**src/rke_pkg.sv**
```systemverilog
// Shared types, constants and lookup tables for the Rijndael key expansion block.
// Used by every module under src; depends on nothing else.
package rke_pkg;

  localparam int KEY_COL_SLOTS      = 8;
  localparam int SBOX_SPLIT_COLUMNS = 6;
  localparam int MIN_COLUMNS        = 4;
  localparam int MIN_ROUNDS         = 1;

  localparam logic [1:0] REG_KEY_COLUMNS   = 2'd0;
  localparam logic [1:0] REG_BLOCK_COLUMNS = 2'd1;
  localparam logic [1:0] REG_ROUND_COUNT   = 2'd2;

  localparam logic [3:0] KEY_COLUMNS_RESET   = 4'd4;
  localparam logic [3:0] BLOCK_COLUMNS_RESET = 4'd4;
  localparam logic [3:0] ROUND_COUNT_RESET   = 4'd10;

  typedef logic [31:0] column_t;

  typedef struct packed {
    logic [63:0] key_a;
    logic [63:0] key_b;
    logic [63:0] key_c;
    logic [63:0] key_d;
    logic [2:0]  kc_last;
    logic [2:0]  bc_last;
    logic [3:0]  rounds;
  } job_t;

  typedef struct packed {
    logic [3:0]  round_index;
    logic [63:0] key_a;
    logic [63:0] key_b;
    logic [63:0] key_c;
    logic [63:0] key_d;
    logic        last;
  } result_t;

  typedef enum logic {
    ENG_IDLE,
    ENG_RUN
  } eng_state_t;

  localparam logic [7:0] SBOX [256] = '{
    8'h63,8'h7c,8'h77,8'h7b,8'hf2,8'h6b,8'h6f,8'hc5,8'h30,8'h01,8'h67,8'h2b,8'hfe,8'hd7,8'hab,8'h76,
    8'hca,8'h82,8'hc9,8'h7d,8'hfa,8'h59,8'h47,8'hf0,8'had,8'hd4,8'ha2,8'haf,8'h9c,8'ha4,8'h72,8'hc0,
    8'hb7,8'hfd,8'h93,8'h26,8'h36,8'h3f,8'hf7,8'hcc,8'h34,8'ha5,8'he5,8'hf1,8'h71,8'hd8,8'h31,8'h15,
    8'h04,8'hc7,8'h23,8'hc3,8'h18,8'h96,8'h05,8'h9a,8'h07,8'h12,8'h80,8'he2,8'heb,8'h27,8'hb2,8'h75,
    8'h09,8'h83,8'h2c,8'h1a,8'h1b,8'h6e,8'h5a,8'ha0,8'h52,8'h3b,8'hd6,8'hb3,8'h29,8'he3,8'h2f,8'h84,
    8'h53,8'hd1,8'h00,8'hed,8'h20,8'hfc,8'hb1,8'h5b,8'h6a,8'hcb,8'hbe,8'h39,8'h4a,8'h4c,8'h58,8'hcf,
    8'hd0,8'hef,8'haa,8'hfb,8'h43,8'h4d,8'h33,8'h85,8'h45,8'hf9,8'h02,8'h7f,8'h50,8'h3c,8'h9f,8'ha8,
    8'h51,8'ha3,8'h40,8'h8f,8'h92,8'h9d,8'h38,8'hf5,8'hbc,8'hb6,8'hda,8'h21,8'h10,8'hff,8'hf3,8'hd2,
    8'hcd,8'h0c,8'h13,8'hec,8'h5f,8'h97,8'h44,8'h17,8'hc4,8'ha7,8'h7e,8'h3d,8'h64,8'h5d,8'h19,8'h73,
    8'h60,8'h81,8'h4f,8'hdc,8'h22,8'h2a,8'h90,8'h88,8'h46,8'hee,8'hb8,8'h14,8'hde,8'h5e,8'h0b,8'hdb,
    8'he0,8'h32,8'h3a,8'h0a,8'h49,8'h06,8'h24,8'h5c,8'hc2,8'hd3,8'hac,8'h62,8'h91,8'h95,8'he4,8'h79,
    8'he7,8'hc8,8'h37,8'h6d,8'h8d,8'hd5,8'h4e,8'ha9,8'h6c,8'h56,8'hf4,8'hea,8'h65,8'h7a,8'hae,8'h08,
    8'hba,8'h78,8'h25,8'h2e,8'h1c,8'ha6,8'hb4,8'hc6,8'he8,8'hdd,8'h74,8'h1f,8'h4b,8'hbd,8'h8b,8'h8a,
    8'h70,8'h3e,8'hb5,8'h66,8'h48,8'h03,8'hf6,8'h0e,8'h61,8'h35,8'h57,8'hb9,8'h86,8'hc1,8'h1d,8'h9e,
    8'he1,8'hf8,8'h98,8'h11,8'h69,8'hd9,8'h8e,8'h94,8'h9b,8'h1e,8'h87,8'he9,8'hce,8'h55,8'h28,8'hdf,
    8'h8c,8'ha1,8'h89,8'h0d,8'hbf,8'he6,8'h42,8'h68,8'h41,8'h99,8'h2d,8'h0f,8'hb0,8'h54,8'hbb,8'h16
  };

  // Round constants; the first expansion step uses entry one.
  localparam logic [7:0] RCON [32] = '{
    8'h00,8'h01,8'h02,8'h04,8'h08,8'h10,8'h20,8'h40,8'h80,8'h1b,8'h36,8'h6c,8'hd8,8'hab,8'h4d,8'h9a,
    8'h2f,8'h5e,8'hbc,8'h63,8'hc6,8'h97,8'h35,8'h6a,8'hd4,8'hb3,8'h7d,8'hfa,8'hef,8'hc5,8'h91,8'h39
  };

  function automatic column_t sub_word(input column_t w);
    return {SBOX[w[31:24]], SBOX[w[23:16]], SBOX[w[15:8]], SBOX[w[7:0]]};
  endfunction

endpackage

```
**src/rke_front.sv**
```systemverilog
// Front end: accepts cipher keys, clamps the configuration into range and
// queues one job per key for the expansion engine. Depends on rke_pkg.
module rke_front #(
  parameter int MAX_KEY_COLUMNS   = 8,
  parameter int MAX_BLOCK_COLUMNS = 8,
  parameter int MAX_ROUNDS        = 14
) (
  input  logic          clk,
  input  logic          rst,
  input  logic          push,
  output logic          full,
  input  logic [63:0]   key_word_a,
  input  logic [63:0]   key_word_b,
  input  logic [63:0]   key_word_c,
  input  logic [63:0]   key_word_d,
  input  logic [3:0]    key_columns,
  input  logic [3:0]    block_columns,
  input  logic [3:0]    round_count,
  output logic          job_valid,
  output rke_pkg::job_t job,
  input  logic          job_take
);

  rke_pkg::job_t queue [2];
  logic          wr_ptr;
  logic          rd_ptr;
  logic [1:0]    count;
  logic          accept;
  logic [3:0]    kc;
  logic [3:0]    bc;
  logic [3:0]    rc;
  rke_pkg::job_t new_job;

  always_comb begin
    kc = key_columns;
    if (key_columns < 4'(rke_pkg::MIN_COLUMNS)) begin
      kc = 4'(rke_pkg::MIN_COLUMNS);
    end else if (key_columns > 4'(MAX_KEY_COLUMNS)) begin
      kc = 4'(MAX_KEY_COLUMNS);
    end
    bc = block_columns;
    if (block_columns < 4'(rke_pkg::MIN_COLUMNS)) begin
      bc = 4'(rke_pkg::MIN_COLUMNS);
    end else if (block_columns > 4'(MAX_BLOCK_COLUMNS)) begin
      bc = 4'(MAX_BLOCK_COLUMNS);
    end
    rc = round_count;
    if (round_count < 4'(rke_pkg::MIN_ROUNDS)) begin
      rc = 4'(rke_pkg::MIN_ROUNDS);
    end else if (round_count > 4'(MAX_ROUNDS)) begin
      rc = 4'(MAX_ROUNDS);
    end
  end

  always_comb begin
    new_job.key_a   = key_word_a;
    new_job.key_b   = key_word_b;
    new_job.key_c   = key_word_c;
    new_job.key_d   = key_word_d;
    new_job.kc_last = 3'(kc - 4'd1);
    new_job.bc_last = 3'(bc - 4'd1);
    new_job.rounds  = rc;
  end

  assign full      = (count == 2'd2);
  assign accept    = push && !full;
  assign job_valid = (count != 2'd0);
  assign job       = queue[rd_ptr];

  always_ff @(posedge clk) begin
    if (accept) begin
      queue[wr_ptr] <= new_job;
    end
  end

  always_ff @(posedge clk) begin
    if (rst) begin
      wr_ptr <= 1'b0;
      rd_ptr <= 1'b0;
      count  <= 2'd0;
    end else begin
      if (accept) begin
        wr_ptr <= ~wr_ptr;
      end
      if (job_take) begin
        rd_ptr <= ~rd_ptr;
      end
      count <= count + 2'(accept) - 2'(job_take);
    end
  end

endmodule

```
**src/rke_engine.sv**
```systemverilog
// Back end: expands one queued key into round keys, one key column per cycle while the
// result queue has room, through a shift line of the last eight columns and one shared
// S-box word. Depends on rke_pkg.
module rke_engine (
  input  logic             clk,
  input  logic             rst,
  input  logic             job_valid,
  input  rke_pkg::job_t    job,
  output logic             job_take,
  input  logic             res_full,
  output logic             res_push,
  output rke_pkg::result_t res_item,
  output logic             busy
);

  rke_pkg::eng_state_t state;
  rke_pkg::eng_state_t state_next;

  rke_pkg::column_t sreg [rke_pkg::KEY_COL_SLOTS];
  rke_pkg::column_t rbuf [rke_pkg::KEY_COL_SLOTS];
  rke_pkg::column_t key_col [rke_pkg::KEY_COL_SLOTS];
  rke_pkg::column_t col_out [rke_pkg::KEY_COL_SLOTS];

  logic [2:0] col_idx;
  logic       first;
  logic [4:0] rptr;
  logic [2:0] pos;
  logic [3:0] rnd;
  logic [2:0] kc_last;
  logic [2:0] bc_last;
  logic [3:0] rounds;

  logic             advance;
  logic             done;
  rke_pkg::column_t prev;
  rke_pkg::column_t tap;
  rke_pkg::column_t sb_in;
  rke_pkg::column_t sb_out;
  rke_pkg::column_t mix;
  rke_pkg::column_t new_col;

  assign key_col[0] = job.key_a[31:0];
  assign key_col[1] = job.key_a[63:32];
  assign key_col[2] = job.key_b[31:0];
  assign key_col[3] = job.key_b[63:32];
  assign key_col[4] = job.key_c[31:0];
  assign key_col[5] = job.key_c[63:32];
  assign key_col[6] = job.key_d[31:0];
  assign key_col[7] = job.key_d[63:32];

  // Next state.
  always_comb begin
    state_next = state;
    unique case (state)
      rke_pkg::ENG_IDLE: begin
        if (job_valid) begin
          state_next = rke_pkg::ENG_RUN;
        end
      end
      rke_pkg::ENG_RUN: begin
        if (done) begin
          state_next = rke_pkg::ENG_IDLE;
        end
      end
      default: state_next = rke_pkg::ENG_IDLE;
    endcase
  end

  // State outputs.
  always_comb begin
    job_take = 1'b0;
    advance  = 1'b0;
    busy     = 1'b0;
    unique case (state)
      rke_pkg::ENG_IDLE: begin
        job_take = job_valid;
      end
      rke_pkg::ENG_RUN: begin
        busy    = 1'b1;
        advance = !res_full;
      end
      default: begin
        busy = 1'b0;
      end
    endcase
    res_push = advance && (pos == bc_last);
    done     = res_push && (rnd == rounds);
  end

  always_ff @(posedge clk) begin
    if (rst) begin
      state <= rke_pkg::ENG_IDLE;
    end else begin
      state <= state_next;
    end
  end

  // sreg[0] holds the newest column and sreg[kc_last] the column one key length back.
  // During the first pass the key simply rotates through, so its columns come out in order.
  always_comb begin
    prev  = sreg[0];
    tap   = sreg[kc_last];
    sb_in = (col_idx == 3'd0) ? {prev[7:0], prev[31:8]} : prev;
    sb_out = rke_pkg::sub_word(sb_in);
    if (first) begin
      mix = '0;
    end else if (col_idx == 3'd0) begin
      mix = sb_out ^ {24'd0, rke_pkg::RCON[rptr]};
    end else if ((kc_last >= 3'(rke_pkg::SBOX_SPLIT_COLUMNS)) && (col_idx == 3'd4)) begin
      mix = sb_out;
    end else begin
      mix = prev;
    end
    new_col = tap ^ mix;
  end

  always_comb begin
    for (int c = 0; c < rke_pkg::KEY_COL_SLOTS; c++) begin
      col_out[c] = (3'(c) == pos) ? new_col : rbuf[c];
    end
    res_item.round_index = rnd;
    res_item.key_a       = {col_out[1], col_out[0]};
    res_item.key_b       = {col_out[3], col_out[2]};
    res_item.key_c       = {col_out[5], col_out[4]};
    res_item.key_d       = {col_out[7], col_out[6]};
    res_item.last        = (rnd == rounds);
  end

  always_ff @(posedge clk) begin
    if (job_take) begin
      for (int i = 0; i < rke_pkg::KEY_COL_SLOTS; i++) begin
        sreg[i] <= key_col[3'(job.kc_last - 3'(i))];
        rbuf[i] <= '0;
      end
      kc_last <= job.kc_last;
      bc_last <= job.bc_last;
      rounds  <= job.rounds;
    end else if (advance) begin
      sreg[0] <= new_col;
      for (int i = 1; i < rke_pkg::KEY_COL_SLOTS; i++) begin
        sreg[i] <= sreg[i-1];
      end
      for (int c = 0; c < rke_pkg::KEY_COL_SLOTS; c++) begin
        if (res_push) begin
          rbuf[c] <= '0;
        end else if (3'(c) == pos) begin
          rbuf[c] <= new_col;
        end
      end
    end
  end

  always_ff @(posedge clk) begin
    if (rst) begin
      col_idx <= 3'd0;
      first   <= 1'b1;
      rptr    <= 5'd1;
      pos     <= 3'd0;
      rnd     <= 4'd0;
    end else if (job_take) begin
      col_idx <= 3'd0;
      first   <= 1'b1;
      rptr    <= 5'd1;
      pos     <= 3'd0;
      rnd     <= 4'd0;
    end else if (advance) begin
      if (col_idx == kc_last) begin
        col_idx <= 3'd0;
        first   <= 1'b0;
      end else begin
        col_idx <= col_idx + 3'd1;
      end
      if (!first && (col_idx == 3'd0)) begin
        rptr <= rptr + 5'd1;
      end
      if (res_push) begin
        pos <= 3'd0;
        rnd <= rnd + 4'd1;
      end else begin
        pos <= pos + 3'd1;
      end
    end
  end

endmodule

```
**src/rke_result_fifo.sv**
```systemverilog
// Two-entry queue of finished round keys between the engine and the result port.
// Depends on rke_pkg for the result type.
module rke_result_fifo (
  input  logic             clk,
  input  logic             rst,
  input  logic             push,
  input  rke_pkg::result_t item,
  output logic             full,
  input  logic             pop,
  output logic             empty,
  output rke_pkg::result_t head
);

  rke_pkg::result_t entries [2];
  logic             wr_ptr;
  logic             rd_ptr;
  logic [1:0]       count;
  logic             do_pop;

  assign full   = (count == 2'd2);
  assign empty  = (count == 2'd0);
  assign do_pop = pop && !empty;
  assign head   = entries[rd_ptr];

  always_ff @(posedge clk) begin
    if (push) begin
      entries[wr_ptr] <= item;
    end
  end

  always_ff @(posedge clk) begin
    if (rst) begin
      wr_ptr <= 1'b0;
      rd_ptr <= 1'b0;
      count  <= 2'd0;
    end else begin
      if (push) begin
        wr_ptr <= ~wr_ptr;
      end
      if (do_pop) begin
        rd_ptr <= ~rd_ptr;
      end
      count <= count + 2'(push) - 2'(do_pop);
    end
  end

endmodule

```
**src/rijndael_key_expansion_top.sv**
```systemverilog
// Rijndael key expansion: one cipher key in, round_count+1 round keys out, with
// round_count clamped into 1 to MAX_ROUNDS. The engine produces one key column per
// cycle through its single S-box word while the result queue has room, and takes
// the next key only when idle; the front queue holds up to two waiting keys.
// Synchronous active-high reset empties both queues and loads the configuration
// registers with 4 key columns, 4 block columns and 10 rounds.
module rijndael_key_expansion_top #(
  parameter int MAX_KEY_COLUMNS   = 8,
  parameter int MAX_BLOCK_COLUMNS = 8,
  parameter int MAX_ROUNDS        = 14
) (
  input  logic        clk,
  input  logic        rst,
  input  logic        push,
  output logic        full,
  input  logic [63:0] key_word_a,
  input  logic [63:0] key_word_b,
  input  logic [63:0] key_word_c,
  input  logic [63:0] key_word_d,
  input  logic        pop,
  output logic        empty,
  output logic [3:0]  round_index,
  output logic [63:0] round_key_a,
  output logic [63:0] round_key_b,
  output logic [63:0] round_key_c,
  output logic [63:0] round_key_d,
  output logic        last_round,
  input  logic        psel,
  input  logic        penable,
  input  logic        pwrite,
  input  logic [3:0]  paddr,
  input  logic [31:0] pwdata,
  output logic [31:0] prdata,
  output logic        pready
);

  logic [3:0] key_columns;
  logic [3:0] block_columns;
  logic [3:0] round_count;
  logic       cfg_write;
  logic [1:0] reg_index;

  logic             job_valid;
  rke_pkg::job_t    job;
  logic             job_take;
  logic             res_full;
  logic             res_push;
  rke_pkg::result_t res_item;
  rke_pkg::result_t res_head;
  logic             busy;

  assign pready    = 1'b1;
  assign reg_index = paddr[3:2];
  assign cfg_write = psel && penable && pwrite && pready;

  always_ff @(posedge clk) begin
    if (rst) begin
      key_columns   <= rke_pkg::KEY_COLUMNS_RESET;
      block_columns <= rke_pkg::BLOCK_COLUMNS_RESET;
      round_count   <= rke_pkg::ROUND_COUNT_RESET;
    end else if (cfg_write) begin
      unique case (reg_index)
        rke_pkg::REG_KEY_COLUMNS:   key_columns   <= pwdata[3:0];
        rke_pkg::REG_BLOCK_COLUMNS: block_columns <= pwdata[3:0];
        rke_pkg::REG_ROUND_COUNT:   round_count   <= pwdata[3:0];
        default: ;
      endcase
    end
  end

  always_comb begin
    unique case (reg_index)
      rke_pkg::REG_KEY_COLUMNS:   prdata = {28'd0, key_columns};
      rke_pkg::REG_BLOCK_COLUMNS: prdata = {28'd0, block_columns};
      rke_pkg::REG_ROUND_COUNT:   prdata = {28'd0, round_count};
      default:                    prdata = '0;
    endcase
  end

  rke_front #(
    .MAX_KEY_COLUMNS  (MAX_KEY_COLUMNS),
    .MAX_BLOCK_COLUMNS(MAX_BLOCK_COLUMNS),
    .MAX_ROUNDS       (MAX_ROUNDS)
  ) u_front (
    .clk          (clk),
    .rst          (rst),
    .push         (push),
    .full         (full),
    .key_word_a   (key_word_a),
    .key_word_b   (key_word_b),
    .key_word_c   (key_word_c),
    .key_word_d   (key_word_d),
    .key_columns  (key_columns),
    .block_columns(block_columns),
    .round_count  (round_count),
    .job_valid    (job_valid),
    .job          (job),
    .job_take     (job_take)
  );

  rke_engine u_engine (
    .clk      (clk),
    .rst      (rst),
    .job_valid(job_valid),
    .job      (job),
    .job_take (job_take),
    .res_full (res_full),
    .res_push (res_push),
    .res_item (res_item),
    .busy     (busy)
  );

  rke_result_fifo u_result_fifo (
    .clk  (clk),
    .rst  (rst),
    .push (res_push),
    .item (res_item),
    .full (res_full),
    .pop  (pop),
    .empty(empty),
    .head (res_head)
  );

  assign round_index = res_head.round_index;
  assign round_key_a = res_head.key_a;
  assign round_key_b = res_head.key_b;
  assign round_key_c = res_head.key_c;
  assign round_key_d = res_head.key_d;
  assign last_round  = res_head.last;

  // The engine never writes a round key into a full result queue.
  assert property (@(posedge clk) disable iff (rst) res_push |-> !res_full)
    else $error("round key written into a full result queue");

  // A job is taken only when the front queue has one waiting.
  assert property (@(posedge clk) disable iff (rst) job_take |-> job_valid)
    else $error("engine took a job from an empty front queue");

  // After the final round key of an expansion the engine is idle.
  assert property (@(posedge clk) disable iff (rst) (res_push && res_item.last) |=> !busy)
    else $error("engine still busy after the last round key");

endmodule
```
**config.mk**
```make
export PLATFORM = sky130hd
export DESIGN_NAME = rijndael_key_expansion_top
export DESIGN_NICKNAME = d
export VERILOG_FILES = /design/src/rke_pkg.sv /design/src/rke_front.sv /design/src/rke_engine.sv /design/src/rke_result_fifo.sv /design/src/rijndael_key_expansion_top.sv
export SDC_FILE = /design/constraint.sdc
export NUM_CORES = 2
export LEC_CHECK = 0
export ABC_AREA = 0
export BUFFER_PORTS_ARGS = -buffer_cell sky130_fd_sc_hd__buf_2
export CAP_MARGIN = 20
export CELL_PAD_IN_SITES_DETAIL_PLACEMENT = 0
export CELL_PAD_IN_SITES_GLOBAL_PLACEMENT = 2
export CORE_MARGIN = 2
export CORE_UTILIZATION = 25
export CTS_CLUSTER_SIZE = 24
export DETAILED_ROUTE_END_ITERATION = 12
export GPL_TIMING_DRIVEN = 0
export HOLD_SLACK_MARGIN = 0.15
export PLACE_DENSITY = 0.54
export SLEW_MARGIN = 30
export SYNTH_ARGS = -nofsm -noshare
export SYNTH_HDL_FRONTEND = slang
export SYNTH_SLANG_ARGS = --single-unit
```
**constraint.sdc**
```tcl
create_clock -name clk -period 14.8 [get_ports clk]
set_input_delay 2.96 -clock clk [delete_from_list [all_inputs] [get_ports clk]]
set_output_delay 2.96 -clock clk [all_outputs]
set_load 0.01 [all_outputs]
```
==> run summary <==
Count of cells along the worst register-to-register path: 20. TritonCTS built the clock tree. The largest family of logic cells by synthesized area is multiplexers.

The number of synthesized flops with an enable pin is 1576. For this run, design rule violations remaining after detail routing come to 0. The final period utilization is 62.6%, and the worst setup slack for register-to-register paths is 5.54 ns.

After floorplanning, the core was sized to cover 376000 µm². The filler cells instantiated in the layout total 38.7k. The starting density of the core is 25.1%, and the number of logic stages on the critical path including buffering is 20. The element type at the critical path end was a flip-flop. Yosys mapped the design onto 132 distinct sky130hd cell types.

Buffers inserted during clock tree synthesis total 191. Wire length of the first global-routing pass: 757 mm. Summing the areas of all compound-gate instances in the mapped netlist gives 14.5% of the synthesized area. The floorplan step set the die height to 618 µm.

The count of final hold-check violations is 0, and the biggest cell delay along the critical path is 1.02 ns. The final standard cell count with taps included and fillers excluded was 14.0k. For the total iterations of the first detailed-routing run, the log shows 6. The run finished with clean final reports. The final routed wire length divided by cell count was 41.3 µm. The buffer cell driving the clock tree root is clkbuf_16. The total overflow left after global routing is 0. The endpoint of the worst register-to-register path is u_result_fifo.entries[1][106]$_DFFE_PP_. The multiplexer area fraction after synthesis was 19.0%; the largest clock skew in the final design was 0.0863 ns. The run gives 7919 as the count of mapped cells out of synthesis. The tools report the number of slew-limit violations in the final report as 0. Setup slack on the critical path of the routed design comes to 5.54 ns.

For the clock tree buffer depth, the log shows 4. The post-place setup slack was 5.99 ns. From synthesis to final layout, the design area changed by 20.4%.

The run gives 20.0% as the worst slew margin relative to its limit. The tools report the number of warnings reported in the yosys synthesis log as 0. The routed design has 577 mm of wire. The slowest cell on the critical path is a211oi_1. Dominant register cell in the synthesized netlist: edfxtp_1. The number of nets with antenna violations after routing is 0. The number of antenna violations at the first check in global routing came out at 33. The run gives 15.27 ns as the required time of the critical path. Across the run, the number of max-cap violations was 0. The via count of the first global-routing pass was 78.2k; the share of cells above drive strength 1 was 28.3%.

Following the worst setup path forward leads to its endpoint at u_result_fifo.entries[1][106]$_DFFE_PP_. The number of buffers and inverters on the critical path is 8. Number of buffers inserted to repair setup after CTS: 0. The tools report the count of nets after finishing as 9176. The later-pin clock latency in the skew report was 0.93 ns.

In this run the critical register-to-register path is launched from u_engine.col_idx[0]$_SDFFE_PP0P_. After legalization and detailed placement, the total HPWL measured 453 mm. Setup violations remaining at the end of the flow were counted as 0. Global-route usage over all layers: 29.3%. The tools report the pin count of the biggest net entering global routing as 46. The worst setup path is launched from a flip-flop. In this run the mean area of a mapped cell was 11.9 µm².

Summing every instance area after synthesis gives 94300 µm². The tools report the count of instances resized after the clock tree is built as 0. Buffers placed on the I/O ports in this run total 534. After Yosys synthesis, full adders, half adders and majority gates account for 0.756% of the synthesized area. Setup repair after global routing left no endpoint under its margin. The number of ports placed on the die boundary was 595; the share of the yosys chip area belonging to registers was 51.1%. After clock tree synthesis, the clock-pin slew on the worst setup and hold paths is 0.07 ns.

Summing over every cut layer, the via total after detailed routing is 79.7k. The proportion of register bits with asynchronous set or reset after synthesis is 0%. Clock tree synthesis found a total of 1618 sinks. The post-route core utilization came out at 30.2%. STA puts the critical path data arrival time at 9.73 ns. In this design, the largest share of critical-path delay is due to buffers and inverters.

Buffers inserted to repair hold after CTS numbered 0. The horizontal die dimension works out to 618 µm. After detailed placement, the design holds a cell count of 13.6k.

For the finished layout, the period the worst path requires is 9.26 ns. The run gives 4 as the CTS H-tree depth. The die covers 382000 µm².

The most critical setup path has its startpoint at u_engine.col_idx[0]$_SDFFE_PP0P_. The maximum fanout along the worst path came out at 13. Dividing the detail-routed via count by the number of cells gives 5.70. At the pin with the least slew margin, the transition time is 1.18 ns.

The xor and xnor area share after synthesis came out at 0.451%. The signal on the critical path passes through inv_1, ha_1, nand2b_1, buf_6, mux2_2, inv_1, buf_2, buf_2, ha_1, clkbuf_1, clkinv_1, a211oi_1, a211oi_1, o21ai_0, o311a_1, o32a_1, nand2_1, clkbuf_1, nand4_1, o2111ai_1. Summing the areas of all and, or, nand and nor instances in the mapped netlist gives 9.86% of the synthesized area.

The number of standard-cell rows in the floorplan came out at 225. Maximum clock frequency: 108 MHz. The synthesized design contains 1618 register bits. The setup path with the least slack is of type reg2reg. The tightest min-delay check is of the reg2reg type.

The run gives 9292 as the initial detailed-routing violation count. Routability-driven placement finished with a final weighted congestion of 1.02.
cell families (layout without fill, tap and decap cells):
group	after synthesis	in the layout
AND/OR/NAND/NOR	2042	2042
AO/OA/AOI/OAI	1983	1983
flip-flops	1618	1618
multiplexers	1296	1296
buffers and inverters	875	1898
adder cells (fa/ha/maj)	57	57
XOR/XNOR	46	46
other	2	43
sequential cells by signal, indices dropped and copies added, names as in the netlist, 5 cells and up, named ones only:
name	cells
u_engine.rbuf	256
u_engine.rptr	5
u_engine.sreg	256
u_front.queue	532
u_result_fifo.entries	522
routing by layer:
metal | wire length [µm] | global-route usage (%) | vias to the layer above
met5 | 21 | 0 | -
met4 | 30900 | 13.4 | 4
met3 | 35500 | 4.15 | 862
met2 | 263000 | 46.8 | 4039
met1 | 248000 | 39.1 | 41900
li1 | - | - | 32900
per-stage QoR:
step                 TNS, ns  hold slack, ns  area, µm²
floorplan                  0           0.450      94400
global placement    -2038.14           0.502     103000
detailed placement         0           0.502     107000
CTS                        0           0.490     113000
global route               0           0.512     114000
finish                     0           0.486     114000
cell type report:
class                           count  area (µm²)  area share (%)
Tap cell                         4994        6250            5.50
Sequential cell                  1618       48200            42.4
Clock buffer                      246        5170            4.55
Buffer                            802        4060            3.57
Antenna cell                       14        35.0          0.0308
Clock inverter                     96         865           0.761
Timing Repair Buffer              681        5590            4.93
Inverter                           73         274           0.241
Multi-Input combinational cell   5453       43200            38.0
how the worst min path moves through the flow:
stage	start	to	slack, ns	cells past startpoint
after floorplan	block_columns[2]$_SDFFE_PP1P_	block_columns[2]$_SDFFE_PP1P_	0.45	1
after global placement	u_front.rd_ptr$_SDFFE_PP0P_	u_front.rd_ptr$_SDFFE_PP0P_	0.50	2
after detailed placement	block_columns[2]$_SDFFE_PP1P_	block_columns[2]$_SDFFE_PP1P_	0.50	1
after CTS	u_front.queue[0][0]$_DFFE_PP_	u_engine.rounds[0]$_DFFE_PP_	0.49	1
after global routing	u_front.queue[0][0]$_DFFE_PP_	u_engine.rounds[0]$_DFFE_PP_	0.51	1
final	u_front.queue[0][0]$_DFFE_PP_	u_engine.rounds[0]$_DFFE_PP_	0.49	1
cell usage after synthesis, drive strengths merged, types with 141 or more instances:
| library cell | count | area [µm²] |
|---|---|---|
| edfxtp | 1576 | 47300 |
| nand2 | 795 | 2990 |
| nor2 | 626 | 2360 |
| mux2 | 520 | 5900 |
| clkbuf | 449 | 1690 |
| a21oi | 448 | 2310 |
| mux2i | 445 | 4540 |
| o21ai | 445 | 2250 |
| buf | 353 | 2140 |
| mux4 | 331 | 7450 |
| nor3 | 157 | 907 |
| nand3 | 141 | 711 |
placed cells by master (no fill, tap or decap), types with 331 or more instances in the layout:
master,n
mux2i_1,391
o21ai_0,407
clkbuf_1,345
mux2_2,508
nand2_1,793
edfxtp_1,1576
a21oi_1,429
buf_2,742
mux4_2,331
nor2_1,621
Power is left out: the tool's default activity adds up to more than one toggle a clock period on the data nets, which glitch-free logic cannot reach.
